[config.mk]
export PLATFORM = sky130hd
export DESIGN_NAME = wth_div_cell
export DESIGN_NICKNAME = d
export VERILOG_FILES = /design/src/hdl/wth_pkg.sv /design/src/hdl/wth_div_cell.sv
export SDC_FILE = /design/constraint.sdc
export NUM_CORES = 1
export LEC_CHECK = 0
export BUFFER_PORTS_ARGS = -buffer_cell sky130_fd_sc_hd__clkbuf_2
export CORE_AREA = 2 2 193 195
export DETAILED_ROUTE_END_ITERATION = 6
export DIE_AREA = 0 0 195 197
export PLACE_DENSITY = 0.62
export SKIP_CTS_REPAIR_TIMING = 1
export SYNTH_ARGS = -nofsm -noshare
export SYNTH_HDL_FRONTEND = slang
export SYNTH_SLANG_ARGS = --single-unit
[constraint.sdc]
create_clock -name i_clk -period 8 [get_ports i_clk]
set_input_delay 1.2 -clock i_clk [delete_from_list [all_inputs] [get_ports i_clk]]
set_output_delay 1.2 -clock i_clk [all_outputs]
set_load 0.01 [all_outputs]
[src/hdl/wth_pkg.sv]
package wth_pkg;

    // CORDIC iteration count, valid from 8 to 32
    localparam int CORDIC_STAGES = 16;
    // width of a CORDIC stage index
    localparam int STG_W = 5;
    // CORDIC datapath width (Q30 values with headroom)
    localparam int CW = 34;
    // quotient bits of the crosswind ratio and the restoring-divider depth
    localparam int QW = 31;
    localparam int DIV_STEPS = QW;
    // divider remainder width
    localparam int RW = 48;
    // square root datapath width and step count
    localparam int SW = 62;
    localparam int SQRT_STEPS = 31;
    // bit position of the first root trial bit (2^60 = 1.0 squared in Q30)
    localparam int SQRT_TOP = 60;

    localparam logic signed [CW-1:0] GAIN_Q30 = 34'sd652032874;
    localparam logic [SW-1:0] ONE_SQ = 62'h1000_0000_0000_0000;
    localparam logic [15:0] TAS_MIN = 16'd1;
    localparam logic [15:0] HALF_TURN = 16'h8000;

    // result status codes
    typedef logic [1:0] t_status;
    localparam t_status ST_SOLVED = 2'd0;
    localparam t_status ST_STRONG = 2'd1;
    localparam t_status ST_SLOW   = 2'd2;

    // side data that travels with an item through every cell
    typedef struct packed {
        logic [15:0]        ws;
        logic [15:0]        tas;
        logic [15:0]        wd;
        logic [15:0]        crs;
        logic               flip;
        logic signed [31:0] cs;
        logic               neg;
        logic               kite;
        logic               low;
        logic signed [31:0] s;
        logic [QW-1:0]      c;
    } t_ctx;

    // arctan(2^-i) in 2^32-per-turn units
    function automatic logic [31:0] atan_turn(input logic [STG_W-1:0] idx);
        logic [31:0] v;
        unique case (idx)
            5'd0:  v = 32'd536870912;
            5'd1:  v = 32'd316933406;
            5'd2:  v = 32'd167458907;
            5'd3:  v = 32'd85004756;
            5'd4:  v = 32'd42667331;
            5'd5:  v = 32'd21354465;
            5'd6:  v = 32'd10679838;
            5'd7:  v = 32'd5340245;
            5'd8:  v = 32'd2670163;
            5'd9:  v = 32'd1335087;
            5'd10: v = 32'd667544;
            5'd11: v = 32'd333772;
            5'd12: v = 32'd166886;
            5'd13: v = 32'd83443;
            5'd14: v = 32'd41722;
            5'd15: v = 32'd20861;
            5'd16: v = 32'd10430;
            5'd17: v = 32'd5215;
            5'd18: v = 32'd2608;
            5'd19: v = 32'd1304;
            5'd20: v = 32'd652;
            5'd21: v = 32'd326;
            5'd22: v = 32'd163;
            5'd23: v = 32'd81;
            5'd24: v = 32'd41;
            5'd25: v = 32'd20;
            5'd26: v = 32'd10;
            5'd27: v = 32'd5;
            5'd28: v = 32'd3;
            5'd29: v = 32'd1;
            5'd30: v = 32'd1;
            default: v = 32'd0;
        endcase
        return v;
    endfunction

endpackage

[src/hdl/wth_div_cell.sv]
module wth_div_cell (
    input  logic                        i_clk,
    input  logic                        i_rst_n,
    input  logic [wth_pkg::STG_W-1:0]   i_shift,
    input  logic                        i_valid,
    input  logic [wth_pkg::RW-1:0]      i_rem,
    input  logic [wth_pkg::QW-1:0]      i_quo,
    input  wth_pkg::t_ctx               i_ctx,
    output logic                        o_valid,
    output logic [wth_pkg::RW-1:0]      o_rem,
    output logic [wth_pkg::QW-1:0]      o_quo,
    output wth_pkg::t_ctx               o_ctx
);
    import wth_pkg::*;

    logic          r_valid;
    logic [RW-1:0] r_rem;
    logic [QW-1:0] r_quo;
    t_ctx          r_ctx;
    logic [RW-1:0] trial;
    logic          ge;

    // divisor aligned to this quotient bit
    assign trial = {{(RW-16){1'b0}}, i_ctx.tas} << i_shift;
    assign ge    = (i_rem >= trial);

    // advance the valid flag
    always_ff @(posedge i_clk) begin
        if (!i_rst_n) begin
            r_valid <= 1'b0;
        end else begin
            r_valid <= i_valid;
        end
    end

    // subtract when it fits and shift in the quotient bit
    always_ff @(posedge i_clk) begin
        r_ctx <= i_ctx;
        r_rem <= ge ? (i_rem - trial) : i_rem;
        r_quo <= {i_quo[QW-2:0], ge};
    end

    assign o_valid = r_valid;
    assign o_rem   = r_rem;
    assign o_quo   = r_quo;
    assign o_ctx   = r_ctx;

endmodule

# Word level (Yosys, flattened, before mapping)
# Cells that the tools add are included.
# Widths: inputs -> output; s select.
word_totals:
  reg_bits: 243
  input_bits: 250
  word_cells: 18
  out_inout_bits: 243
classes:
  mux: 1
  shift: 1
  addsub: 1
  magnitude_cmp: 1
ops:
  columns: ["op", "n"]
  rows:
  - ["$ge 48x48->1", 1]
  - ["$mux 48", 1]
  - ["$shl 16x5->48", 1]
  - ["$sub 48x48->48", 1]

# Longest topological paths before layout
logic_depth:
  word_depth: 3
  ltp_mapped: 23
  depth_no_buf: 18

# Worst setup path after synthesis
# Ideal clock, no wire load.
synth_timing:
  path_kind: "input -> register"
  start: "in i_shift[0] (netlist name)"
  end: "reg r_rem[46], in the netlist o_rem[46]"
  required_ps: 7872
  setup_ps: 128
  setup_slack_ps: 3086
  t_arrival_ps: 4786
  n_path_buf: 3
  cell_stages: 18
  path_cell_list: "clkbuf_1 -> buf_2 -> mux2i_1 -> mux2_2 -> mux2i_1 -> mux2i_1 -> or2_2 -> ha_1 -> clkbuf_1 -> a21o_1 -> a21o_1 -> a21o_1 -> a221o_1 -> a221o_1 -> a21oi_1 -> o21ai_1 -> xnor2_1 -> o21ai_1"
synth_between:
  elab_chain_len: 3
  word_cells_on_any_way: 4
synth_rtl:
  columns: ["element", "line", "rtl"]
  rows:
  - ["from (decl)", "wth_div_cell.sv:4", "input logic [wth_pkg::STG_W-1:0] i_shift,"]
  - ["$shl 16x5->48 *", "wth_div_cell.sv:24", "assign trial = {{(RW-16){1'b0}}, i_ctx.tas} << i_shift;"]
  - ["$sub 48x48->48 / $ge 48x48->1 (equally long branches)", "wth_div_cell.sv:39, wth_div_cell.sv:25", null]
  - ["$mux 48 *", "wth_div_cell.sv:39", "r_rem <= ge ? (i_rem - trial) : i_rem;"]
  - ["to (signal assigned)", "wth_div_cell.sv:39", null]
  - ["to (decl)", "wth_div_cell.sv:17", "logic [RW-1:0] r_rem;"]
# Every way passes the cells marked *; elsewhere a longest branch is shown, timed or not.
# A chain may end at the register's enable or synchronous reset.

# Worst setup path after layout
layout_timing:
  start: "in i_shift[0] (netlist name)"
  end: "reg r_rem[6], in the netlist o_rem[6]"
# The elaborated chain is that of the path after synthesis.

==> out/summary.md <==
Placement
- **RD Place Congestion** 0.918
- **I/O Buffers** 491
- **number of instances in the placed design** 1,856
- **worst slack at placement** 2.01 ns
- **post-detailed-placement cell area** 12,200 um2
- **half-perimeter wire length of the detailed placement result** 36,700 um

STA
- **Min Clock Period, post-route** 5.46 ns
- **highest clock rate** 183 MHz
- **Setup Total Neg Slack** 0 ns
- **final setup margin** 2.54 ns
- **Tcrit/Tclk final** 68.3%
- **Setup Viol. Count Final** 0
- **Final Hold Fails** 0
- **RSZ-0062 raised after global routing** no
- **final hold slack** 0.760 ns
- **pin slew with the least headroom to its limit** 0.633 ns
- **max-slew violation total from the final report** 0
- **Rel. slew slack** 57.5%

Layout
- **fill count** 3,715
- **utilization of the core after routing** 36.3%
- **area of all placed cells without fillers** 13,200 um2
- **ratio of cells with drive above 1 in the final layout** 39.8%
- **multi-input logic area** 4200 um2
- **highest-count cells in the layout ignoring fill and taps** 491 x sky130_fd_sc_hd__clkbuf_2, 243 x sky130_fd_sc_hd__dfxtp_1, 129 x sky130_fd_sc_hd__nand2_1
- **count of non-filler cells in the finished layout** 1,906
- **most frequent standard cell in the layout excluding fill and tap cells** sky130_fd_sc_hd__clkbuf_2
- **# nets final** 1,716
- **layout-stage area growth over the synthesis result** 41.1%
- **register area** 4860 um2

Yosys
- **top cell type by total area after synthesis** sky130_fd_sc_hd__dfxtp_1
- **top-area cell type share of the netlist area** 52.2%
- **main area contributors after synthesis** sky130_fd_sc_hd__dfxtp_1 52%, sky130_fd_sc_hd__ha_1 6.4%, sky130_fd_sc_hd__nand2_1 5.2%, sky130_fd_sc_hd__a21oi_1 3.1%, sky130_fd_sc_hd__o21ai_1 2.4%
- **Cell Area, Synth** 9320 um2
- **Synth Flop Type** sky130_fd_sc_hd__dfxtp_1
- **number of enable flip-flop cells after synthesis** 0
- **post-synthesis cell count** 942
- **fraction of the yosys area taken by sequential cells** 52.2%
- **number of synthesized register bits** 243
- **Synth Area per Inst** 9.90 um2
- **Synth Warn #** 0
- **net count after synthesis** 1,241
- **FFs w/ async S/R, synth** 0%
- **library cells used by synthesis** 73

Floorplanning
- **starting density of the core** 25.7%
- **top-level I/O count** 493
- **count of standard-cell rows** 70
- **die area** 38,400 um2
- **core box area** 36,300 um2
- **height of the die** 197 um
- **Die W** 195 um

Power and ir drop
- **Pwr Total** 3.46 mW
- **peak supply drop** 0.177 mV
- **power density normalized to cell area** 263 nW/um2
- **P_leak** 6.32 nW

Routing
- **count of vias placed by the detailed router** 8,818
- **Vias/cell** 4.63
- **WL per Instance** 22.7 um
- **number of nets with antenna violations after routing** 0
- **Initial DRC Count** 508
- **DRC** 0
- **first-pass iteration count of the detailed router** 7
- **detailed-route wire length** 43,200 um

Critical path
- **critical path arrival** 5.88 ns
- **Worst Setup Start Kind** primary input
- **sort of element at the end of the critical path** flip-flop
- **endpoint required time on the critical path** 8.42 ns
- **highest fanout seen on the critical path** 65
- **Crit Path Class** in2reg

Clocking
- **H-tree levels** 1
- **clock root buffer master** sky130_fd_sc_hd__clkbuf_16
- **CTS tree** yes
- **clock slew seen by the registers of the worst setup and hold paths** 0.06 ns
- **Max Root-Sink Buffers** 3
- **TritonCTS Buffers** 27
- **TritonCTS sink count** 243

Min path
- **classification of the worst-slack hold path** in2reg

Job
- **maxcap violations** 0

Global routing
- **GRT overflow** 0
- **antenna violations before repair** 27
- **maximum number of pins on one net before global-route repair** 66
- **wire length of the first global-routing pass** 59,400 um
- **via count of the first global-routing pass** 8,632
- **overall fraction of global-route tracks in use** 21.4%

Status
- **result of the run** finished, final reports clean

[power breakdown]
part	total, mW	switching (mW)	internal (mW)
clock	1.36	0.513	0.844
sequential	1.36	0.0369	1.33
combinational	0.735	0.440	0.295
[critical path, stage by stage]
cell	delay (ns)
sky130_fd_sc_hd__clkbuf_2	0.37
sky130_fd_sc_hd__mux2_2	0.40
sky130_fd_sc_hd__o21ai_0	0.26
sky130_fd_sc_hd__mux2i_1	0.17
sky130_fd_sc_hd__mux2_2	0.31
sky130_fd_sc_hd__a22oi_1	0.30
sky130_fd_sc_hd__ha_1	0.35
sky130_fd_sc_hd__a21oi_1	0.27
sky130_fd_sc_hd__o211ai_1	0.19
sky130_fd_sc_hd__o31ai_1	0.56
sky130_fd_sc_hd__a21oi_2	0.22
sky130_fd_sc_hd__nor2_4	0.52
sky130_fd_sc_hd__buf_12	0.32
sky130_fd_sc_hd__mux2_1	0.36
[logic make-up after synthesis]
kind of cell	share of synthesized area, %
simple gates	13.1
compound gates	17.2
flops	52.2
buf+inv	2.74
fa+ha+maj	6.66
xor+xnor	3.95
mux	4.20
[layout make-up]
type,count,share of cell area (%)
multi-input combinational,640,32.0
clock buffer,39,6.01
tap,468,4.45
clock inverter,9,1.34
antenna,2,0.0381
timing repair buffer,492,18.8
inverter,13,0.371
sequential,243,37.0
[routing by layer]
layer | GRT usage (%) | part of all wire (%) | up-vias
met2 | 34.2 | 45 | 352
met3 | 7.70 | 8.6 | 87
met1 | 27.5 | 44 | 4074
met4 | 5.40 | 2.1 | 34
met5 | 0 | 0.45 | -
li1 | - | - | 4271
[synth_stat cells (all sizes together), types with 9 or more instances]
| library cell | count |
|---|---|
| clkbuf | 23 |
| nand2 | 130 |
| xnor2 | 24 |
| o21ai | 83 |
| mux2i | 20 |
| buf | 23 |
| ha | 48 |
| a21oi | 60 |
| mux2 | 17 |
| nand4 | 18 |
| a21o | 27 |
| nor3 | 9 |
| nor2 | 55 |
| a31oi | 9 |
| inv | 13 |
| a22oi | 12 |
| xor2 | 18 |
| dfxtp | 243 |
[worst paths after layout]
kind | depth (start not counted) | from | to | slack [ns]
setup / recovery | 14 | i_shift[0] | o_rem[6] | 2.54
hold / removal | 1 | i_quo[19] | o_quo[20] | 0.76
[state kept, by name, summed over array words and instances, names as in the netlist]
name,flops
o_quo,31
o_valid,1
o_ctx,163
o_rem,48
Note: power is estimated with default switching activity, not from simulation.
