`src/hdl/wth_pkg.sv`:
```
package wth_pkg;

    // CORDIC iteration count, valid from 8 to 32
    localparam int CORDIC_STAGES = 16;
    // width of a CORDIC stage index
    localparam int STG_W = 5;
    // CORDIC datapath width (Q30 values with headroom)
    localparam int CW = 34;
    // quotient bits of the crosswind ratio and the restoring-divider depth
    localparam int QW = 31;
    localparam int DIV_STEPS = QW;
    // divider remainder width
    localparam int RW = 48;
    // square root datapath width and step count
    localparam int SW = 62;
    localparam int SQRT_STEPS = 31;
    // bit position of the first root trial bit (2^60 = 1.0 squared in Q30)
    localparam int SQRT_TOP = 60;

    localparam logic signed [CW-1:0] GAIN_Q30 = 34'sd652032874;
    localparam logic [SW-1:0] ONE_SQ = 62'h1000_0000_0000_0000;
    localparam logic [15:0] TAS_MIN = 16'd1;
    localparam logic [15:0] HALF_TURN = 16'h8000;

    // result status codes
    typedef logic [1:0] t_status;
    localparam t_status ST_SOLVED = 2'd0;
    localparam t_status ST_STRONG = 2'd1;
    localparam t_status ST_SLOW   = 2'd2;

    // side data that travels with an item through every cell
    typedef struct packed {
        logic [15:0]        ws;
        logic [15:0]        tas;
        logic [15:0]        wd;
        logic [15:0]        crs;
        logic               flip;
        logic signed [31:0] cs;
        logic               neg;
        logic               kite;
        logic               low;
        logic signed [31:0] s;
        logic [QW-1:0]      c;
    } t_ctx;

    // arctan(2^-i) in 2^32-per-turn units
    function automatic logic [31:0] atan_turn(input logic [STG_W-1:0] idx);
        logic [31:0] v;
        unique case (idx)
            5'd0:  v = 32'd536870912;
            5'd1:  v = 32'd316933406;
            5'd2:  v = 32'd167458907;
            5'd3:  v = 32'd85004756;
            5'd4:  v = 32'd42667331;
            5'd5:  v = 32'd21354465;
            5'd6:  v = 32'd10679838;
            5'd7:  v = 32'd5340245;
            5'd8:  v = 32'd2670163;
            5'd9:  v = 32'd1335087;
            5'd10: v = 32'd667544;
            5'd11: v = 32'd333772;
            5'd12: v = 32'd166886;
            5'd13: v = 32'd83443;
            5'd14: v = 32'd41722;
            5'd15: v = 32'd20861;
            5'd16: v = 32'd10430;
            5'd17: v = 32'd5215;
            5'd18: v = 32'd2608;
            5'd19: v = 32'd1304;
            5'd20: v = 32'd652;
            5'd21: v = 32'd326;
            5'd22: v = 32'd163;
            5'd23: v = 32'd81;
            5'd24: v = 32'd41;
            5'd25: v = 32'd20;
            5'd26: v = 32'd10;
            5'd27: v = 32'd5;
            5'd28: v = 32'd3;
            5'd29: v = 32'd1;
            5'd30: v = 32'd1;
            default: v = 32'd0;
        endcase
        return v;
    endfunction

endpackage

```
`src/hdl/wth_vec_cell.sv`:
```
module wth_vec_cell (
    input  logic                            i_clk,
    input  logic                            i_rst_n,
    input  logic [wth_pkg::STG_W-1:0]       i_stage,
    input  logic                            i_valid,
    input  logic signed [wth_pkg::CW-1:0]   i_x,
    input  logic signed [wth_pkg::CW-1:0]   i_y,
    input  logic signed [wth_pkg::CW-1:0]   i_z,
    input  wth_pkg::t_ctx                   i_ctx,
    output logic                            o_valid,
    output logic signed [wth_pkg::CW-1:0]   o_x,
    output logic signed [wth_pkg::CW-1:0]   o_y,
    output logic signed [wth_pkg::CW-1:0]   o_z,
    output wth_pkg::t_ctx                   o_ctx
);
    import wth_pkg::*;

    logic                 r_valid;
    logic signed [CW-1:0] r_x, r_y, r_z;
    t_ctx                 r_ctx;
    logic signed [CW-1:0] dx, dy, da;

    // shifted terms and angle step of this stage
    assign dx = i_y >>> i_stage;
    assign dy = i_x >>> i_stage;
    assign da = signed'({{(CW-32){1'b0}}, atan_turn(i_stage)});

    // advance the valid flag
    always_ff @(posedge i_clk) begin
        if (!i_rst_n) begin
            r_valid <= 1'b0;
        end else begin
            r_valid <= i_valid;
        end
    end

    // rotate the vector onto the x axis, accumulate the angle
    always_ff @(posedge i_clk) begin
        r_ctx <= i_ctx;
        if (!i_y[CW-1]) begin
            r_x <= i_x + dx;
            r_y <= i_y - dy;
            r_z <= i_z + da;
        end else begin
            r_x <= i_x - dx;
            r_y <= i_y + dy;
            r_z <= i_z - da;
        end
    end

    assign o_valid = r_valid;
    assign o_x     = r_x;
    assign o_y     = r_y;
    assign o_z     = r_z;
    assign o_ctx   = r_ctx;

endmodule

```
`config.mk`:
```
export PLATFORM = sky130hd
export DESIGN_NAME = wth_vec_cell
export DESIGN_NICKNAME = d
export VERILOG_FILES = /design/src/hdl/wth_pkg.sv /design/src/hdl/wth_vec_cell.sv
export SDC_FILE = /design/constraint.sdc
export NUM_CORES = 1
export LEC_CHECK = 0
export ABC_AREA = 1
export BUFFER_PORTS_ARGS = -buffer_cell sky130_fd_sc_hd__clkbuf_2
export CAP_MARGIN = 20
export CORE_AREA = 2 2 210 212
export DETAILED_ROUTE_END_ITERATION = 16
export DIE_AREA = 0 0 212 214
export MAX_ROUTING_LAYER = met4
export PLACE_DENSITY = 0.65
export SYNTH_ARGS = -nofsm -noshare
export SYNTH_HDL_FRONTEND = slang
export SYNTH_SLANG_ARGS = --single-unit
```
`constraint.sdc`:
```
create_clock -name i_clk -period 5.3 [get_ports i_clk]
set_input_delay 0.795 -clock i_clk [delete_from_list [all_inputs] [get_ports i_clk]]
set_output_delay 0.795 -clock i_clk [all_outputs]
set_load 0.05 [all_outputs]
```
### Yosys cells after proc, flatten, opt, wreduce, memory -nomap -nowiden

Memories as Yosys holds them, arrays and structs flattened.
Index checks and enable logic that the tools add are counted.

* register bits after elaboration: 266
* bits in read-only memories: 960
* bits of input ports: 273
* output and inout port bits: 266
* word-level logic and storage cells: 27
* memories kept: 1

* add/sub/neg operators: 6
* shift-type cells: 2
* mux-type cells: 3

Memory list
* (name not given): words 32, width 30, read ports 1, clocked after Yosys merged registers in 0, wr ports 0, RTL line wth_pkg.sv:49 `unique case (idx)`

Operators with widths (count)
* $mux 34: 3
* $add 34x34->34: 2
* $sshr 34x5->34: 2
* $sub 34x34->34: 2
* $add 34x33->34: 1
* $sub 34x33->34: 1

### Depth between registers and ports, before layout

* depth in word-level cells: 3
* depth in mapped cells: 34
* depth with buffers taken out: 32

### Worst setup path after synthesis

OpenSTA, ideal clock, no wires.

* kind: input to register
* start: in i_stage[1] (netlist bit)
* end: reg r_z[20], in the netlist o_z[20]
* library setup time: 0.120 ns
* arrival time: 4.508 ns
* data required time: 5.180 ns
* path slack: 0.672 ns
* cell stages on the path: 23
* buffers on the path: 2
* path through: buf_2 inv_2 buf_2 ha_1 nor2_1 inv_1 nor2_1 nor2_1 nor2_1 nand2_1 inv_1 ha_1 or2_2 o21ai_0 inv_1 fa_1 o21ai_0 a21oi_1 o21ai_0 a31oi_1 o21ai_0 a21oi_1 xnor2_1

* longest elaborated chain between the ends: 3
* elaborated cells on any way between the ends: 4
* those cells by class: add/sub: 2; mux: 1; memory: 1

RTL lines
* start: declaration: RTL line wth_vec_cell.sv:4 `input logic [wth_pkg::STG_W-1:0] i_stage,`
* $mem_v2 32x30 (*)
* $add 34x33->34 / $sub 34x33->34 (equally long branches): RTL line wth_vec_cell.sv:43, wth_vec_cell.sv:47
* $mux 34 (*): RTL line wth_vec_cell.sv:40 `if (!i_y[CW-1]) begin`
* end signal: assignment: RTL line wth_vec_cell.sv:43 `r_z <= i_z + da;`
* end signal: assignment: RTL line wth_vec_cell.sv:47 `r_z <= i_z - da;`
* end: declaration: RTL line wth_vec_cell.sv:19 `logic signed [CW-1:0] r_x, r_y, r_z;`

Mark *: on every way between the ends. The rest lies on a longest branch, timed or not.
A chain may end at the register's enable or synchronous reset.

### Final worst setup path

* start: in i_stage[0] (netlist bit)
* end: reg r_x[33], in the netlist o_x[33]

* longest elaborated chain between the ends: 3
* elaborated cells on any way between the ends: 4
* those cells by class: add/sub: 2; shift: 1; mux: 1

RTL lines
* $sshr 34x5->34 (*): RTL line wth_vec_cell.sv:24 `assign dx = i_y >>> i_stage;`
* $add 34x34->34 / $sub 34x34->34 (equally long branches): RTL line wth_vec_cell.sv:41, wth_vec_cell.sv:45
* $mux 34 (*): RTL line wth_vec_cell.sv:40
* end signal: assignment: RTL line wth_vec_cell.sv:41 `r_x <= i_x + dx;`
* end signal: assignment: RTL line wth_vec_cell.sv:45 `r_x <= i_x - dx;`
* end: declaration: RTL line wth_vec_cell.sv:19

Marks and branches as above.

==> results.json <==
{
  "status": "finished clean",
  "synth_edf_count": 0,
  "place_inst": 3926,
  "fin_area_um2": 23000,
  "slowest_stage": "nor4_2",
  "pwr-share-clk_pct": 21.4,
  "grt_max_degree": 77,
  "syn_area_per_cell_um2": 6.51,
  "combPwrFrac_pct": 49.1,
  "crit_top_cell": "nand2_1",
  "pwr-share-seq_pct": 29.5,
  "cpPeakStageDelay_ps": 500,
  "clock_sinks": 266,
  "ctsHoldBuffers": 0,
  "slew_violations": 0,
  "fp.dieW_um": 212,
  "switching_power_mw": 4.35,
  "viasPerCell": 5.35,
  "cts_tree": "yes",
  "timing.critical_path.buf_inv": 7,
  "drt-initial-drc-count": 2088,
  "synth_xor_area_share_pct": 7.48,
  "finalNetCount": 3756,
  "synth_area_leaders": "dfxtp_1, nand2_1, nand3_1",
  "ir_drop_uv": 898,
  "area_growth_pct": 27.2,
  "finalCriticalPeriod_ps": 4840,
  "clockBufferDepth": 3,
  "die_area_um2": 45400,
  "netSwitchingFraction_pct": 47.9,
  "cts_made_buffers": 27,
  "place.gp.congestion": 1.08,
  "synth_adder_area_share_pct": 7.96,
  "hpwl_mm": 66.5,
  "synth_warnings": 0,
  "rsz0062_at_grt": "no",
  "numPortBuffers": 538,
  "p_leak_nw": 12.4,
  "htree_levels": 1,
  "synth_compound_area_share_pct": 11.2,
  "final_cells": 3976,
  "worstHoldPathType": "in2reg",
  "syn_area_um2": 18000,
  "finalCritPeriodShare_pct": 91.3,
  "grt_pass1_vias": 20233,
  "crit_arrival_ps": 5360,
  "p_int_mw": 4.73,
  "pwr_density_cell_nw_per_um2": 396,
  "ys_types": 46,
  "synth.most_common_cell": "nand2_1",
  "ant_nets": 0,
  "grt_overflow": 0,
  "antenna_found_initial": 2,
  "grt_usage_pct": 34.9,
  "cp_max_fo": 49,
  "startpoint_type": "primary input",
  "fp-row-count": 76,
  "grt_pass1_wl_mm": 118,
  "synth_nets": 3157,
  "core_area_um2": 42900,
  "async_flop_share_pct": 0,
  "critical-path-top-delay-family": "simple AND/OR/NAND/NOR gates",
  "setup_violations": 0,
  "drc": 0,
  "root_buffer": "clkbuf_16",
  "synthCells": 2771,
  "num_vias": 21283,
  "yosysTopAreaCellShare_pct": 29.5,
  "synth_top_family_by_area": "simple AND/OR/NAND/NOR gates",
  "cts.clk_slew.worst_paths_ps": 70,
  "max_slew.worst_pin.slew_ps": 817,
  "drv_cap": 0,
  "wl_mm": 79.5,
  "dr.pass1.iters": 8,
  "drive_gt1_share_pct": 22.1,
  "yosysTopAreaCell": "dfxtp_1",
  "finalHoldViolations": 0,
  "die_h_um": 214,
  "fmax_ghz": 0.207,
  "setup_ws_ps": 460,
  "synth_commonest_cells": "nand2_1, nand3_1, dfxtp_1",
  "end_kind": "flop",
  "muxShareOfSynthArea_pct": 0,
  "start_util_pct": 42.1,
  "max_slew_margin_pct": 45.3,
  "critPathKind": "in2reg",
  "synth-main-ff-cell": "dfxtp_1",
  "ioPinCount": 539,
  "wire_per_inst_um": 20.0,
  "ys_ff_latch": 266,
  "p_total_mw": 9.09,
  "postPlaceCellArea_um2": 22000,
  "seq_area_frac_synth_pct": 29.5,
  "cp.required_ps": 5820,
  "yosys.area_share.simple_pct": 36.4,
  "dp_slack_ps": -216
}
[flip-flops by register name, summed over array words and instances (netlist names)]
register and cells:
o_ctx 163, o_valid 1, o_x 34, o_y 34
o_z 34
[metal layers]
layer / vias up / global-route usage, % / share of wire [%]
met3: 155 / 3.80 / 8.8
li1: 10295 / - / -
met5: - / - / 0
met1: 9783 / 47.3 / 44
met2: 1050 / 54.0 / 44
met4: 0 / 11.9 / 3.7
[final timing paths]
check	startpoint	endpoint	slack, ps	depth (start not counted)
min	i_ctx[19]	o_ctx[19]	320	1
max	i_stage[0]	o_x[33]	460	28
[placed cells by master (no fill, tap or decap), types with 45 or more instances in the layout]
cell type / Yosys / final
a21oi_1: 144 / 144
buf_4: 12 / 113
clkbuf_2: 0 / 538
dfxtp_1: 266 / 266
ha_1: 110 / 110
inv_1: 226 / 225
nand2_1: 861 / 861
nand3_1: 395 / 395
nor2_1: 212 / 212
o21ai_0: 107 / 107
xnor2_1: 45 / 45
xor2_1: 109 / 109
[stage by stage]
stage | hold WS [ps] | TNS (ps) | util, %
global placement | 898 | -209 | 51.3
finish | 316 | 0 | 53.5
CTS | 287 | 0 | 53.4
floorplan | 823 | 0 | -
global route | 292 | 0 | 53.5
detailed placement | 899 | -295 | 51.3
[timing repair]
action | in CTS | in global routing
setup endpoints to repair | 0 | 1
buffers inserted | 0 | 0
resized for setup | 0 | 4
[power by group through the flow]
| stage | Combinational (mW) | Clock [mW] | Sequential (mW) |
|---|---|---|---|
| 2_1_floorplan | 1.64 | 0 | 3.97 |
| 3_3_place_gp | 4.40 | 0 | 2.70 |
| 3_5_place_dp | 4.40 | 0 | 2.70 |
| 4_1_cts | 4.42 | 1.99 | 2.67 |
| 5_1_grt | 4.75 | 2.08 | 2.69 |
| 6_report | 4.46 | 1.94 | 2.68 |
[layout make-up]
class / instances / area, µm²
Antenna cell: 2 / 5.00
Clock inverter: 17 / 179
Tap cell: 585 / 732
Clock buffer: 31 / 731
Inverter: 239 / 897
Sequential cell: 266 / 5330
Timing Repair Buffer: 659 / 3700
Multi-Input combinational cell: 2177 / 11400
Fill cell: 4357 / 19900
[cell families after synthesis]
group / after synthesis
xor+xnor: 154
flops: 266
compound gates: 356
buf+inv: 328
simple gates: 1554
fa+ha+maj: 113
Note: power is estimated with default switching activity, not from simulation.
