**src/hdl/wth_pkg.sv**
```systemverilog
package wth_pkg;

    // CORDIC iteration count, valid from 8 to 32
    localparam int CORDIC_STAGES = 16;
    // width of a CORDIC stage index
    localparam int STG_W = 5;
    // CORDIC datapath width (Q30 values with headroom)
    localparam int CW = 34;
    // quotient bits of the crosswind ratio and the restoring-divider depth
    localparam int QW = 31;
    localparam int DIV_STEPS = QW;
    // divider remainder width
    localparam int RW = 48;
    // square root datapath width and step count
    localparam int SW = 62;
    localparam int SQRT_STEPS = 31;
    // bit position of the first root trial bit (2^60 = 1.0 squared in Q30)
    localparam int SQRT_TOP = 60;

    localparam logic signed [CW-1:0] GAIN_Q30 = 34'sd652032874;
    localparam logic [SW-1:0] ONE_SQ = 62'h1000_0000_0000_0000;
    localparam logic [15:0] TAS_MIN = 16'd1;
    localparam logic [15:0] HALF_TURN = 16'h8000;

    // result status codes
    typedef logic [1:0] t_status;
    localparam t_status ST_SOLVED = 2'd0;
    localparam t_status ST_STRONG = 2'd1;
    localparam t_status ST_SLOW   = 2'd2;

    // side data that travels with an item through every cell
    typedef struct packed {
        logic [15:0]        ws;
        logic [15:0]        tas;
        logic [15:0]        wd;
        logic [15:0]        crs;
        logic               flip;
        logic signed [31:0] cs;
        logic               neg;
        logic               kite;
        logic               low;
        logic signed [31:0] s;
        logic [QW-1:0]      c;
    } t_ctx;

    // arctan(2^-i) in 2^32-per-turn units
    function automatic logic [31:0] atan_turn(input logic [STG_W-1:0] idx);
        logic [31:0] v;
        unique case (idx)
            5'd0:  v = 32'd536870912;
            5'd1:  v = 32'd316933406;
            5'd2:  v = 32'd167458907;
            5'd3:  v = 32'd85004756;
            5'd4:  v = 32'd42667331;
            5'd5:  v = 32'd21354465;
            5'd6:  v = 32'd10679838;
            5'd7:  v = 32'd5340245;
            5'd8:  v = 32'd2670163;
            5'd9:  v = 32'd1335087;
            5'd10: v = 32'd667544;
            5'd11: v = 32'd333772;
            5'd12: v = 32'd166886;
            5'd13: v = 32'd83443;
            5'd14: v = 32'd41722;
            5'd15: v = 32'd20861;
            5'd16: v = 32'd10430;
            5'd17: v = 32'd5215;
            5'd18: v = 32'd2608;
            5'd19: v = 32'd1304;
            5'd20: v = 32'd652;
            5'd21: v = 32'd326;
            5'd22: v = 32'd163;
            5'd23: v = 32'd81;
            5'd24: v = 32'd41;
            5'd25: v = 32'd20;
            5'd26: v = 32'd10;
            5'd27: v = 32'd5;
            5'd28: v = 32'd3;
            5'd29: v = 32'd1;
            5'd30: v = 32'd1;
            default: v = 32'd0;
        endcase
        return v;
    endfunction

endpackage

```
**src/hdl/wth_rot_cell.sv**
```systemverilog
module wth_rot_cell (
    input  logic                            i_clk,
    input  logic                            i_rst_n,
    input  logic [wth_pkg::STG_W-1:0]       i_stage,
    input  logic                            i_valid,
    input  logic signed [wth_pkg::CW-1:0]   i_x,
    input  logic signed [wth_pkg::CW-1:0]   i_y,
    input  logic signed [wth_pkg::CW-1:0]   i_z,
    input  wth_pkg::t_ctx                   i_ctx,
    output logic                            o_valid,
    output logic signed [wth_pkg::CW-1:0]   o_x,
    output logic signed [wth_pkg::CW-1:0]   o_y,
    output logic signed [wth_pkg::CW-1:0]   o_z,
    output wth_pkg::t_ctx                   o_ctx
);
    import wth_pkg::*;

    logic                 r_valid;
    logic signed [CW-1:0] r_x, r_y, r_z;
    t_ctx                 r_ctx;
    logic signed [CW-1:0] dx, dy, da;

    // shifted terms and angle step of this stage
    assign dx = i_y >>> i_stage;
    assign dy = i_x >>> i_stage;
    assign da = signed'({{(CW-32){1'b0}}, atan_turn(i_stage)});

    // advance the valid flag
    always_ff @(posedge i_clk) begin
        if (!i_rst_n) begin
            r_valid <= 1'b0;
        end else begin
            r_valid <= i_valid;
        end
    end

    // rotate toward zero residual angle
    always_ff @(posedge i_clk) begin
        r_ctx <= i_ctx;
        if (!i_z[CW-1]) begin
            r_x <= i_x - dx;
            r_y <= i_y + dy;
            r_z <= i_z - da;
        end else begin
            r_x <= i_x + dx;
            r_y <= i_y - dy;
            r_z <= i_z + da;
        end
    end

    assign o_valid = r_valid;
    assign o_x     = r_x;
    assign o_y     = r_y;
    assign o_z     = r_z;
    assign o_ctx   = r_ctx;

endmodule

```
**config.mk**
```make
export PLATFORM = sky130hd
export DESIGN_NAME = wth_rot_cell
export DESIGN_NICKNAME = d
export VERILOG_FILES = /design/src/hdl/wth_pkg.sv /design/src/hdl/wth_rot_cell.sv
export SDC_FILE = /design/constraint.sdc
export NUM_CORES = 1
export LEC_CHECK = 0
export ABC_AREA = 1
export BUFFER_PORTS_ARGS = -buffer_cell sky130_fd_sc_hd__buf_2
export CAP_MARGIN = 20
export CORE_AREA = 2 2 210 212
export CTS_CLUSTER_DIAMETER = 30
export DETAILED_ROUTE_END_ITERATION = 7
export DIE_AREA = 0 0 212 214
export GPL_TIMING_DRIVEN = 1
export PLACE_DENSITY = 0.72
export SKIP_LAST_GASP = 1
export SYNTH_ARGS = -nofsm -noshare
export SYNTH_HDL_FRONTEND = slang
export SYNTH_SLANG_ARGS = --single-unit
```
**constraint.sdc**
```tcl
create_clock -name i_clk -period 9.45 [get_ports i_clk]
set_clock_uncertainty 0.1 [all_clocks]
set_input_delay 0.4725 -clock i_clk [delete_from_list [all_inputs] [get_ports i_clk]]
set_output_delay 0.4725 -clock i_clk [all_outputs]
set_load 0.005 [all_outputs]
```
---- Yosys cells after proc, flatten, opt, wreduce, memory -nomap -nowiden ----
Memory sizes are Yosys's and may differ from the RTL's.
Index checks and enable logic that the tools add are counted.
word-level totals
  logic and storage cells ................. 27
  flip-flop bits (word level) ............. 266
  memory bits (read-only) ................. 960
  bits of input ports ..................... 273
  bits in writable memories ............... 0
  memories ................................ 1
  bits in latches ......................... 0
memory list
  memory           words  width  rd ports  clocked after memory_dff  write ports  RTL line       source
  (no name shown)  32     30     1         0                         0            wth_pkg.sv:49  unique case (idx)
cells by class
  divide/modulo/power cells ............... 0
  equal/unequal tests ..................... 0
  magnitude comparators ................... 0
  mux-type cells .......................... 3
  reductions and logical operators ........ 0
  shifts and indexed selects .............. 2
  bitwise operators ....................... 0
  multiply operators ...................... 0
  add/sub/neg operators ................... 6
operator list
  operator          count
  $mux W34          3
  $add A34 B34 Y34  2
  $sshr A34 B5 Y34  2
  $sub A34 B34 Y34  2
  $add A34 B33 Y34  1
  $sub A34 B33 Y34  1

---- Longest topological paths before layout ----
  depth in word-level cells ............... 3
  gate-level depth with buffers ........... 36
  gate-level depth less buffers ........... 34

---- Worst setup path before layout ----
OpenSTA, ideal clock, no wires.
  kind .................................... in2reg
  start point ............................. input i_stage[1] (netlist bit)
  end point ............................... register r_z[23] (netlist: o_z[23])
  path slack .............................. 5.164 ns
  arrival time ............................ 4.059 ns
  library setup time ...................... 0.127 ns
  stages on the path ...................... 29
  cells stage by stage .................... buf_4 -> clkinv_2 -> buf_2 -> ha_1 -> nor2_1 -> nor2_1 -> nand2_1 -> o21ai_1 -> a21oi_2 -> ha_1 -> nand2_1 -> nor2_1 -> nand3_1 -> nor2_2 -> nor2_1 -> xor2_1 -> inv_1 -> ha_1 -> a21oi_1 -> o21ai_0 -> inv_1 -> o21ai_0 -> a21oi_1 -> inv_1 -> nand2_1 -> nand2_1 -> a21boi_0 -> o21ai_0 -> xor2_1
between the ends
  word-level cells in the longest chain between the ends .. 3
  elaborated cells between the ends (all ways) .. 4
  those cells by class .................... 2 x add/sub; 1 x mux; 1 x memory
ends and longest elaborated chain
  item                                                         RTL line                                source
  from (decl)                                                  wth_rot_cell.sv:4                       input logic [wth_pkg::STG_W-1:0] i_stage,
  $mem_v2 Z32 W30 (*)                                          -
  $sub A34 B33 Y34 / $add A34 B33 Y34 (equally long branches)  wth_rot_cell.sv:43, wth_rot_cell.sv:47
  $mux W34 (*)                                                 wth_rot_cell.sv:40                      if (!i_z[CW-1]) begin
  to (signal assigned)                                         wth_rot_cell.sv:43                      r_z <= i_z - da;
  to (signal assigned)                                         wth_rot_cell.sv:47                      r_z <= i_z + da;
  to (decl)                                                    wth_rot_cell.sv:19                      logic signed [CW-1:0] r_x, r_y, r_z;
Mark *: on every way between the ends. The rest lies on a longest branch, timed or not.
A chain may end at the register's enable or synchronous reset.

---- Worst setup path after layout ----
  start point ............................. input i_stage[1] (netlist bit)
  end point ............................... register r_z[33] (netlist: o_z[33])
The elaborated chain is that of the path after synthesis.

==> flow_summary.toml <==
[status]
status = "finished clean"

[timing]
post-route-period-util_pct = 64.5
finalSetupViolCount = 0
hold_slack_ps = 73.5
fmaxAchievable_mhz = 164
slew_headroom_pct = 27.5
finalMaxSlewViolations = 0
hold_viol_final = 0
tightestPinTransition_ps = 1080
grt_setup_unrepaired = "no"
fin_crit_ps = 6100
fin_setup_tns_ps = 0

[placement]
hpwlAfterDp_um = 59900
place.gp.congestion = 1.00
io_buffers = 538
dpl.cell_count = 3629

[yosys]
synthCells = 2582
ys_seq_elements = 266
postSynthAreaPerCell_um2 = 6.79
syn_area_um2 = 17500
ys_seq_area_share_pct = 30.4
synth_cell_types = 56
synth_nets = 2968
ys_warn_count = 0

[final_layout]
instances_no_fill = 3914
drive_gt1_share_pct = 22.3
num-fill-cells = 4190
final_util_pct = 56.3
areaGrowthSynthToFinish_pct = 37.8
finalNetCount = 3655

[floorplanning]
core_um2 = 42900
ioPinCount = 539
initial_utilization_pct = 40.9
die-width_um = 212
fp.dieArea_um2 = 45400
std_cell_rows = 76
dieHeight_um = 214

[global_route]
grtUsageTotal_pct = 32.8
grt_pass1_wl_um = 114000
grt_overflow = 0
grt_max_degree = 76
grt_pass1_vias = 19456
antenna_found_initial = 18

[pwr]
p_per_area_nw_per_um2 = 207
p_total_mw = 5.00
sw_frac_of_total_pct = 36.0
ir_drop_mv = 0.160
combinationalPowerShare_pct = 32.6
p_sw_mw = 1.80
p_int_mw = 3.20
p_leak_nw = 12.4
clock_power_share_pct = 38.6
seq_power_share_pct = 28.8

[setup_path]
cp_common_cell = "nand2_1"
max_stage_delay_ps = 990
slowest_stage = "clkinv_2"
critical_path_class = "in -> reg"
cp.required_ps = 9860
arrival_ps = 6510
crit_fanout = 65
start_kind = "primary input"
end_kind = "flop"

[route]
drt_pass1_iterations = 7
drc_errors = 0
routed_wl_um = 76800
ant_nets = 0
vias = 20383
drtIter0Drc = 1906
via_per_inst = 5.21
wl_per_cell_um = 19.6

[clocking]
cts_max_level = 2
cts_tree = "yes"
cts_resized = 0
cts_sinks = 266
cts_made_buffers = 56
path_clk_slew_ps = 50
clockRootBuffer = "clkbuf_16"
post_cts_buffers = 0
cts_buffer_depth = 3
postCtsHoldBufs = 167

[min_path]
worstHoldPathCells = 2
hp-class = "in -> reg"

[job]
drv_cap = 0
[path summary, 6_finish.rpt]
kind,start,slack [ps],to
setup / recovery,i_stage[1],3350,o_z[33]$_DFF_P_
hold / removal,i_z[1],70,o_z[1]$_DFF_P_
[sequential cells by signal, summed over array words and instances, names as in the netlist]
name and flops:
o_valid 1, o_ctx 163, o_y 34, o_x 34
o_z 34
[cell usage after synthesis, drive strengths merged]
cell     number  share of area [%]
nor4          3               0.11
o211ai       15               0.64
o311ai        1              0.050
o221a         3               0.19
o22ai         5               0.18
and2          1              0.036
nor3         10               0.31
nand3b        5               0.21
nand3       388                 12
o31ai         2              0.086
o21a          7               0.30
o221ai        3               0.15
fa            3               0.34
nand4        22               0.79
a22o          1              0.050
o32ai         1              0.050
a221oi        1               0.15
xor2        123                6.1
a21o         10               0.43
a21oi       136                3.9
or2           1              0.036
clkbuf       17               0.36
a31oi        23               0.86
o21ai        96                2.8
nor2        200                4.8
a21boi        4               0.17
buf          68                2.3
dfxtp       266                 30
o2111ai       1              0.050
a211oi        3               0.13
nand2       785                 17
nor3b         1              0.043
clkinv        2              0.050
inv         214                4.6
a22oi         1              0.071
ha          110                7.9
xnor2        50                2.5
[power by group through the flow]
stage	logic, mW	clock network [mW]	registers [mW]
2_1_floorplan	0.907	0	1.47
3_3_place_gp	1.55	0	1.45
3_5_place_dp	1.54	0	1.46
4_1_cts	1.61	1.95	1.44
5_1_grt	1.79	2.01	1.46
6_report	1.63	1.93	1.44
[logic make-up (layout without fill, tap and decap cells)]
logic type	count (synthesis)	after routing	share of synthesized area, %
and+or+nand+nor	1416	1416	35.1
AOI/OAI and AO/OA	313	313	10.3
buffers and inverters	301	1034	7.34
DFF	266	266	30.4
xor gates and xnor gates	173	173	8.65
adders and majority gates	113	113	8.20
other	0	14	0
[per-layer routing]
layer	global-route usage, %	share of wire [%]	vias up
met5	0	0.073	-
met3	7.43	8.4	166
met1	40.8	41	9358
met4	16.2	4.4	8
met2	53.2	46	927
li1	-	-	9924
[critical path, delay by kind of cell]
kind	cells	cell delay [ps]
AO/OA/AOI/OAI	7	1060
XOR/XNOR	2	330
buffers and inverters	4	1710
adder cells (fa/ha/maj)	3	1090
AND/OR/NAND/NOR	13	1790
[cell usage in the layout, fill, tap and decap left out, types with 27 or more instances in the layout]
cell type | Yosys | final
nand2_2 | 27 | 27
nand2_1 | 757 | 757
inv_1 | 198 | 198
xor2_1 | 123 | 123
nor2_1 | 179 | 179
dfxtp_1 | 266 | 266
a21oi_1 | 135 | 135
nand3_1 | 371 | 371
ha_1 | 110 | 110
xnor2_1 | 50 | 50
buf_2 | 40 | 538
o21ai_0 | 84 | 84
dlygate4sd3_1 | 0 | 167
clkbuf_16 | 0 | 56
[stage by stage]
step / setup WS, ps / cell area, µm²
6_report: 3350 / 24100
5_1_grt: 2880 / 24100
4_1_cts: 3520 / 24100
3_5_place_dp: 2880 / 20500
3_3_place_gp: 2900 / 20500
2_1_floorplan: 5160 / 17500
[area by class of cell]
class	instances	area [µm²]	share of cell area (%)
Timing Repair Buffer	714	4430	18.4
Clock inverter	37	408	1.69
Tap cell	585	732	3.03
Sequential cell	266	5330	22.1
Multi-Input combinational cell	2015	10900	45.2
Antenna cell	14	35.0	0.145
Clock buffer	67	1480	6.14
Inverter	216	815	3.37
(Power assumes the default switching activity.)
