**src/hdl/wth_pkg.sv**
```systemverilog
package wth_pkg;

    // CORDIC iteration count, valid from 8 to 32
    localparam int CORDIC_STAGES = 16;
    // width of a CORDIC stage index
    localparam int STG_W = 5;
    // CORDIC datapath width (Q30 values with headroom)
    localparam int CW = 34;
    // quotient bits of the crosswind ratio and the restoring-divider depth
    localparam int QW = 31;
    localparam int DIV_STEPS = QW;
    // divider remainder width
    localparam int RW = 48;
    // square root datapath width and step count
    localparam int SW = 62;
    localparam int SQRT_STEPS = 31;
    // bit position of the first root trial bit (2^60 = 1.0 squared in Q30)
    localparam int SQRT_TOP = 60;

    localparam logic signed [CW-1:0] GAIN_Q30 = 34'sd652032874;
    localparam logic [SW-1:0] ONE_SQ = 62'h1000_0000_0000_0000;
    localparam logic [15:0] TAS_MIN = 16'd1;
    localparam logic [15:0] HALF_TURN = 16'h8000;

    // result status codes
    typedef logic [1:0] t_status;
    localparam t_status ST_SOLVED = 2'd0;
    localparam t_status ST_STRONG = 2'd1;
    localparam t_status ST_SLOW   = 2'd2;

    // side data that travels with an item through every cell
    typedef struct packed {
        logic [15:0]        ws;
        logic [15:0]        tas;
        logic [15:0]        wd;
        logic [15:0]        crs;
        logic               flip;
        logic signed [31:0] cs;
        logic               neg;
        logic               kite;
        logic               low;
        logic signed [31:0] s;
        logic [QW-1:0]      c;
    } t_ctx;

    // arctan(2^-i) in 2^32-per-turn units
    function automatic logic [31:0] atan_turn(input logic [STG_W-1:0] idx);
        logic [31:0] v;
        unique case (idx)
            5'd0:  v = 32'd536870912;
            5'd1:  v = 32'd316933406;
            5'd2:  v = 32'd167458907;
            5'd3:  v = 32'd85004756;
            5'd4:  v = 32'd42667331;
            5'd5:  v = 32'd21354465;
            5'd6:  v = 32'd10679838;
            5'd7:  v = 32'd5340245;
            5'd8:  v = 32'd2670163;
            5'd9:  v = 32'd1335087;
            5'd10: v = 32'd667544;
            5'd11: v = 32'd333772;
            5'd12: v = 32'd166886;
            5'd13: v = 32'd83443;
            5'd14: v = 32'd41722;
            5'd15: v = 32'd20861;
            5'd16: v = 32'd10430;
            5'd17: v = 32'd5215;
            5'd18: v = 32'd2608;
            5'd19: v = 32'd1304;
            5'd20: v = 32'd652;
            5'd21: v = 32'd326;
            5'd22: v = 32'd163;
            5'd23: v = 32'd81;
            5'd24: v = 32'd41;
            5'd25: v = 32'd20;
            5'd26: v = 32'd10;
            5'd27: v = 32'd5;
            5'd28: v = 32'd3;
            5'd29: v = 32'd1;
            5'd30: v = 32'd1;
            default: v = 32'd0;
        endcase
        return v;
    endfunction

endpackage

```
**src/hdl/wth_sqrt_cell.sv**
```systemverilog
module wth_sqrt_cell (
    input  logic                    i_clk,
    input  logic                    i_rst_n,
    input  logic [5:0]              i_pos,
    input  logic                    i_valid,
    input  logic [wth_pkg::SW-1:0]  i_v,
    input  logic [wth_pkg::SW-1:0]  i_res,
    input  wth_pkg::t_ctx           i_ctx,
    output logic                    o_valid,
    output logic [wth_pkg::SW-1:0]  o_v,
    output logic [wth_pkg::SW-1:0]  o_res,
    output wth_pkg::t_ctx           o_ctx
);
    import wth_pkg::*;

    logic          r_valid;
    logic [SW-1:0] r_v, r_res;
    t_ctx          r_ctx;
    logic [SW-1:0] bitv, t;
    logic          ge;

    // trial value for this root bit
    assign bitv = {{(SW-1){1'b0}}, 1'b1} << i_pos;
    assign t    = i_res + bitv;
    assign ge   = (i_v >= t);

    // advance the valid flag
    always_ff @(posedge i_clk) begin
        if (!i_rst_n) begin
            r_valid <= 1'b0;
        end else begin
            r_valid <= i_valid;
        end
    end

    // take the bit when the remainder allows it
    always_ff @(posedge i_clk) begin
        r_ctx <= i_ctx;
        r_v   <= ge ? (i_v - t) : i_v;
        r_res <= ge ? ((i_res >> 1) + bitv) : (i_res >> 1);
    end

    assign o_valid = r_valid;
    assign o_v     = r_v;
    assign o_res   = r_res;
    assign o_ctx   = r_ctx;

endmodule

```
**config.mk**
```make
export PLATFORM = sky130hd
export DESIGN_NAME = wth_sqrt_cell
export DESIGN_NICKNAME = d
export VERILOG_FILES = /design/src/hdl/wth_pkg.sv /design/src/hdl/wth_sqrt_cell.sv
export SDC_FILE = /design/constraint.sdc
export NUM_CORES = 1
export LEC_CHECK = 0
export BUFFER_PORTS_ARGS = -buffer_cell sky130_fd_sc_hd__buf_2
export CORE_AREA = 2 2 230 232
export DETAILED_ROUTE_END_ITERATION = 16
export DIE_AREA = 0 0 232 234
export PLACE_DENSITY = 0.73
export SKIP_LAST_GASP = 1
export SLEW_MARGIN = 5
export SYNTH_ARGS = -nofsm -noshare
export SYNTH_HDL_FRONTEND = slang
export SYNTH_SLANG_ARGS = --single-unit
```
**constraint.sdc**
```tcl
create_clock -name i_clk -period 7.6 [get_ports i_clk]
set_input_delay 1.14 -clock i_clk [delete_from_list [all_inputs] [get_ports i_clk]]
set_output_delay 1.14 -clock i_clk [all_outputs]
set_load 0.05 [all_outputs]
```
; Word level (Yosys, flattened, before mapping)
; Cells that the tools add are included.
; W data, S select, Z words.
[word_totals]
regBits = 288
inputBits = 296
out_inout_bits = 288
word_cells = 22
[classes]
n_addsub = 3
magnitude_cmp = 1
shifts = 1
muxes = 2
[ops]
columns = op, n
row1 = $add A61 B62 Y62, 1
row2 = $add A62 B62 Y62, 1
row3 = $ge A62 B62 Y1, 1
row4 = $mux W62, 1
row5 = $shl A1 B6 Y62 const A, 1
row6 = $sub A62 B62 Y62, 1
row7 = $mux W61, 1

; Longest topological paths before layout
[depth]
ltp_word = 4
depth_mapped = 34
ltp_nobuf = 28

; Worst setup path before layout
; No wires, ideal clock.
[synth_timing]
path_kind = input port to flip-flop
startpoint = input port i_pos[1]
endpoint = register r_res[49], in the netlist o_res[49]
setup_ps = 69
arrival_time_ps = 7296
required_time_ps = 7531
slack_ps = 235
cell_stages = 33
path_buffers = 7
cell_sequence = buf_2 or2_1 buf_2 clkbuf_1 or2_2 nor3_1 ha_1 ha_1 a21oi_1 o211ai_1 a32oi_1 a211oi_1 a21oi_1 nor3_1 o21bai_1 a21oi_1 nor3_1 xor2_1 ha_1 clkbuf_1 a21o_1 or3_1 a31oi_1 o21ai_0 a21oi_1 a21oi_1 a31oi_1 a21o_1 clkbuf_1 clkbuf_1 clkbuf_1 nand2_1 o21ai_1
[synth_via]
elab_chain_cells = 4
word_cells_on_any_way = 5
cone_classes = 2 x add/sub / 1 x order compare / 1 x shift / 1 x mux
[synth_rtl]
columns = item, line_no
row1 = start: declaration, wth_sqrt_cell.sv:4  ; input logic [5:0] i_pos,
row2 = $shl A1 B6 Y62 (*), wth_sqrt_cell.sv:23  ; assign bitv = {{(SW-1){1'b0}}, 1'b1} << i_pos;
row3 = $add A62 B62 Y62, wth_sqrt_cell.sv:24  ; assign t = i_res + bitv;
row4 = $ge A62 B62 Y1, wth_sqrt_cell.sv:25  ; assign ge = (i_v >= t);
row5 = $mux W61 (*), wth_sqrt_cell.sv:40  ; r_res <= ge ? ((i_res >> 1) + bitv) : (i_res >> 1);
row6 = end signal: assignment, wth_sqrt_cell.sv:40
row7 = end: declaration, wth_sqrt_cell.sv:17  ; logic [SW-1:0] r_v, r_res;
; Every way passes the cells marked *; elsewhere a longest branch is shown, timed or not.
; A chain may end at the register's enable or synchronous reset.

; Final worst setup path
[layout_timing]
startpoint = input port i_pos[5]
endpoint = register r_v[44], in the netlist o_v[44]
[layout_via]
elab_chain_cells = 4
word_cells_on_any_way = 5
cone_classes = 2 x add/sub / 1 x order compare / 1 x shift / 1 x mux
[layout_rtl]
columns = item, line_no
row1 = $shl A1 B6 Y62 (*), wth_sqrt_cell.sv:23
row2 = $add A62 B62 Y62 (*), wth_sqrt_cell.sv:24
row3 = $sub A62 B62 Y62 / $ge A62 B62 Y1 (equally long branches), "wth_sqrt_cell.sv:39, wth_sqrt_cell.sv:25"
row4 = $mux W62 (*), wth_sqrt_cell.sv:39  ; r_v <= ge ? (i_v - t) : i_v;
row5 = end signal: assignment, wth_sqrt_cell.sv:39
row6 = end: declaration, wth_sqrt_cell.sv:17
; Marked as above.

==> flow_metrics.py <==
metrics = {
    "floorplan": {
        "die_x_um": 232,
        "io-pin-count": 584,
        "core_um2": 52000,
        "die_h_um": 234,
        "num_rows": 84,
        "die_area_um2": 54300,
        "initial_core_util_pct": 37.3,
    },
    "cells_and_area": {
        "n_fill_cell": 5195,
        "fin_cells": 3729,
        "seqCellArea_um2": 5770,
        "multi_input_area_um2": 12900,
        "area_delta_synth_final_pct": 26.8,
        "fin_nets": 3469,
        "drive_above_1_share_pct": 26.5,
    },
    "pwr": {
        "p_sw_mw": 2.11,
        "ir_worst_vdd_v": 0.000130,
        "leakage_nw": 11.9,
        "intPower_mw": 3.30,
        "powerDensity_nw_per_um2": 219,
        "clkPwrFrac_pct": 33.4,
        "switching_share_pct": 38.9,
        "p_seq_share_pct": 32.3,
        "power_frac_comb_pct": 34.3,
    },
    "synth": {
        "synth_top_area_cell": "dfxtp_1",
        "synth.avg_cell_area_um2": 7.94,
        "postSynthCellCount": 2447,
        "netlist_top_cells_count": "288 x dfxtp_1, 276 x nand2_1, 224 x a21oi_1",
        "synth_area_um2": 19400,
        "synth_seq_cells": 288,
        "synthFlopType": "dfxtp_1",
        "syn-num-nets": 2906,
        "post-synth-top-count-cell": "dfxtp_1",
        "synth_cell_type_count": 96,
        "yosys.area.top_type_share_pct": 29.7,
        "ys_warn_count": 0,
        "async_flop_share_pct": 0,
        "synth-edff-count": 0,
        "synth_area_leaders": "dfxtp_1 30%, ha_1 10%, a21oi_1 5.8%",
        "seq_area_frac_synth_pct": 29.7,
    },
    "sta": {
        "rsz0062_at_grt": "false",
        "timing.final.crit_share_pct": 92.5,
        "setup_violations": 0,
        "slew_headroom_pct": 49.3,
        "final_hold_viol_count": 0,
        "clock.fmax_mhz": 142,
        "max_slew.worst_pin.slew_ns": 0.755,
        "period_needed_ns": 7.03,
        "slew_violations": 0,
        "finalSetupTns_ns": 0,
    },
    "route": {
        "drt_iter0_markers": 2594,
        "num_vias": 20800,
        "wl_mm": 84.3,
        "viasPerCell": 5.58,
        "drt_pass1_iterations": 6,
        "drc_errors": 0,
        "ant_nets": 0,
        "avgRoutedWirePerCell_um": 22.6,
    },
    "placed_design": {
        "port_buffers": 583,
        "dp_cells": 3660,
        "dp_hpwl_mm": 70.4,
        "gp_congestion": 1.05,
    },
    "status": {
        "status": "finished, final reports clean",
    },
    "global_routing": {
        "grt_pass1_wl_mm": 120,
        "antenna_found_initial": 14,
        "grt_pass1_vias": 19000,
        "grt.total_usage_pct": 29.4,
        "grt_max_degree": 59,
        "gr-total-overflow": 0,
    },
    "clock_tree": {
        "cts_inserted_buffers": 36,
        "cts_tree": "yes",
        "clockRootBuffer": "clkbuf_16",
        "post_cts_resized": 0,
        "cts_hold_buf": 0,
        "clock-sinks": 288,
        "h-tree-depth": 2,
        "clk_pin_slew_worst_paths_ns": 0.06,
        "cts_setup_buffers": 0,
        "cts_buffer_depth": 3,
    },
    "setup_path": {
        "worstSetupStartpointType": "primary input",
        "worstPathRequired_ns": 8.04,
        "critical_path_class": "primary input to flop",
        "worstSetupEndpointType": "flop",
        "worst-path-max-fanout": 25,
        "cp.arrival_ns": 7.47,
    },
    "job": {
        "drv_cap": 0,
    },
    "worst_hold_path": {
        "hp-class": "primary input to flop",
    },
}
## layer usage
layer | share of wire (%) | GRT usage [%] | vias up
met4 | 3.4 | 9.58 | 10
li1 | - | - | 10000
met5 | 0.082 | 0 | -
met2 | 47 | 49.8 | 967
met1 | 42 | 38.1 | 9665
met3 | 7.1 | 4.90 | 150
## path summary, 6_finish.rpt
path                  start         to  slack [ns]  depth (start not counted)
hold / removal    i_ctx[10]  o_ctx[10]        0.68                          1
setup / recovery   i_pos[5]    o_v[44]        0.57                         28
## placed cells by master, fill, tap and decap left out, types with 23 or more instances in the layout
master     Yosys  layout
a21oi_1      224     224
nand4_1       54      54
a31oi_1       25      25
xor2_1        76      76
nor2b_1       28      28
ha_1         162     162
xnor2_1      117     117
a21o_1       130     129
buf_2         14     583
nor2_1       133     133
inv_1         55      55
o21ai_0      209     209
nand2_1      276     276
buf_4          2      84
clkbuf_16      0      36
nor3_1        74      74
nand3_1       41      41
dfxtp_1      288     288
o21bai_1      28      28
o21a_1        23      23
## logic make-up (layout without fill, tap and decap cells)
| kind of cell | count (synthesis) | count (layout) | synth area share [%] |
|---|---|---|---|
| simple gates | 750 | 750 | 18.7 |
| other cells | 0 | 6 | 0 |
| buf+inv | 204 | 792 | 4.07 |
| fa+ha+maj | 168 | 168 | 10.8 |
| compound gates | 835 | 835 | 27.6 |
| flops | 288 | 288 | 29.7 |
| mux | 9 | 9 | 0.509 |
| xor+xnor | 193 | 193 | 8.70 |
## cell type report
type                    count  area share, %
repair buffers            673           14.9
inverters                  56          0.853
multi-input cells        1955           52.3
clock buffers              48           4.16
well taps                 688           3.49
clock inverters            15          0.853
diodes                      6         0.0609
flip-flops and latches    288           23.4
## state kept, by name, indices dropped and copies added, names as in the netlist
signal	flops
o_valid	1
o_res	62
o_ctx	163
o_v	62
## per-stage QoR
stage | cell area [µm²] | power [mW] | hold slack, ns | util [%] | worst slack, ns
final | 24600 | 5.41 | 0.682 | 47.4 | 0.567
after global routing | 24600 | 5.61 | 0.668 | 47.3 | 0.244
after CTS | 24600 | 5.42 | 0.661 | 47.3 | 0.668
after detailed placement | 23400 | 3.61 | 1.24 | 45.0 | 0.114
after global placement | 23400 | 3.61 | 1.24 | 45.0 | 0.0760
after floorplan | 19400 | 3.00 | 1.17 | - | 0.235
## critical path: stages
cell       delay [ns]
buf_2            0.25
nand2b_1         0.50
nor2_1           0.16
ha_1             0.46
nand2_1          0.14
nor2_1           0.18
nand3_1          0.14
nor4_1           0.20
buf_4            0.17
nand2_1          0.06
a211oi_2         0.34
o211ai_2         0.18
a2111oi_4        0.43
nor2_2           0.13
o21ai_1          0.17
xnor2_1          0.20
ha_1             0.31
a21o_1           0.19
a21o_1           0.17
a21o_1           0.19
a21o_1           0.18
a21oi_1          0.13
o21ai_0          0.23
a31oi_1          0.40
a21o_4           0.22
buf_12           0.20
buf_4            0.26
o21ai_0          0.12
## power groups by stage
stage / Clock [mW] / Sequential (mW) / Combinational (mW)
floorplan: 0 / 2.34 / 0.658
global placement: 0 / 1.78 / 1.83
detailed placement: 0 / 1.78 / 1.83
CTS: 1.83 / 1.75 / 1.84
global route: 1.89 / 1.76 / 1.96
finish: 1.81 / 1.75 / 1.85
Power figures use the tool's default switching activity.
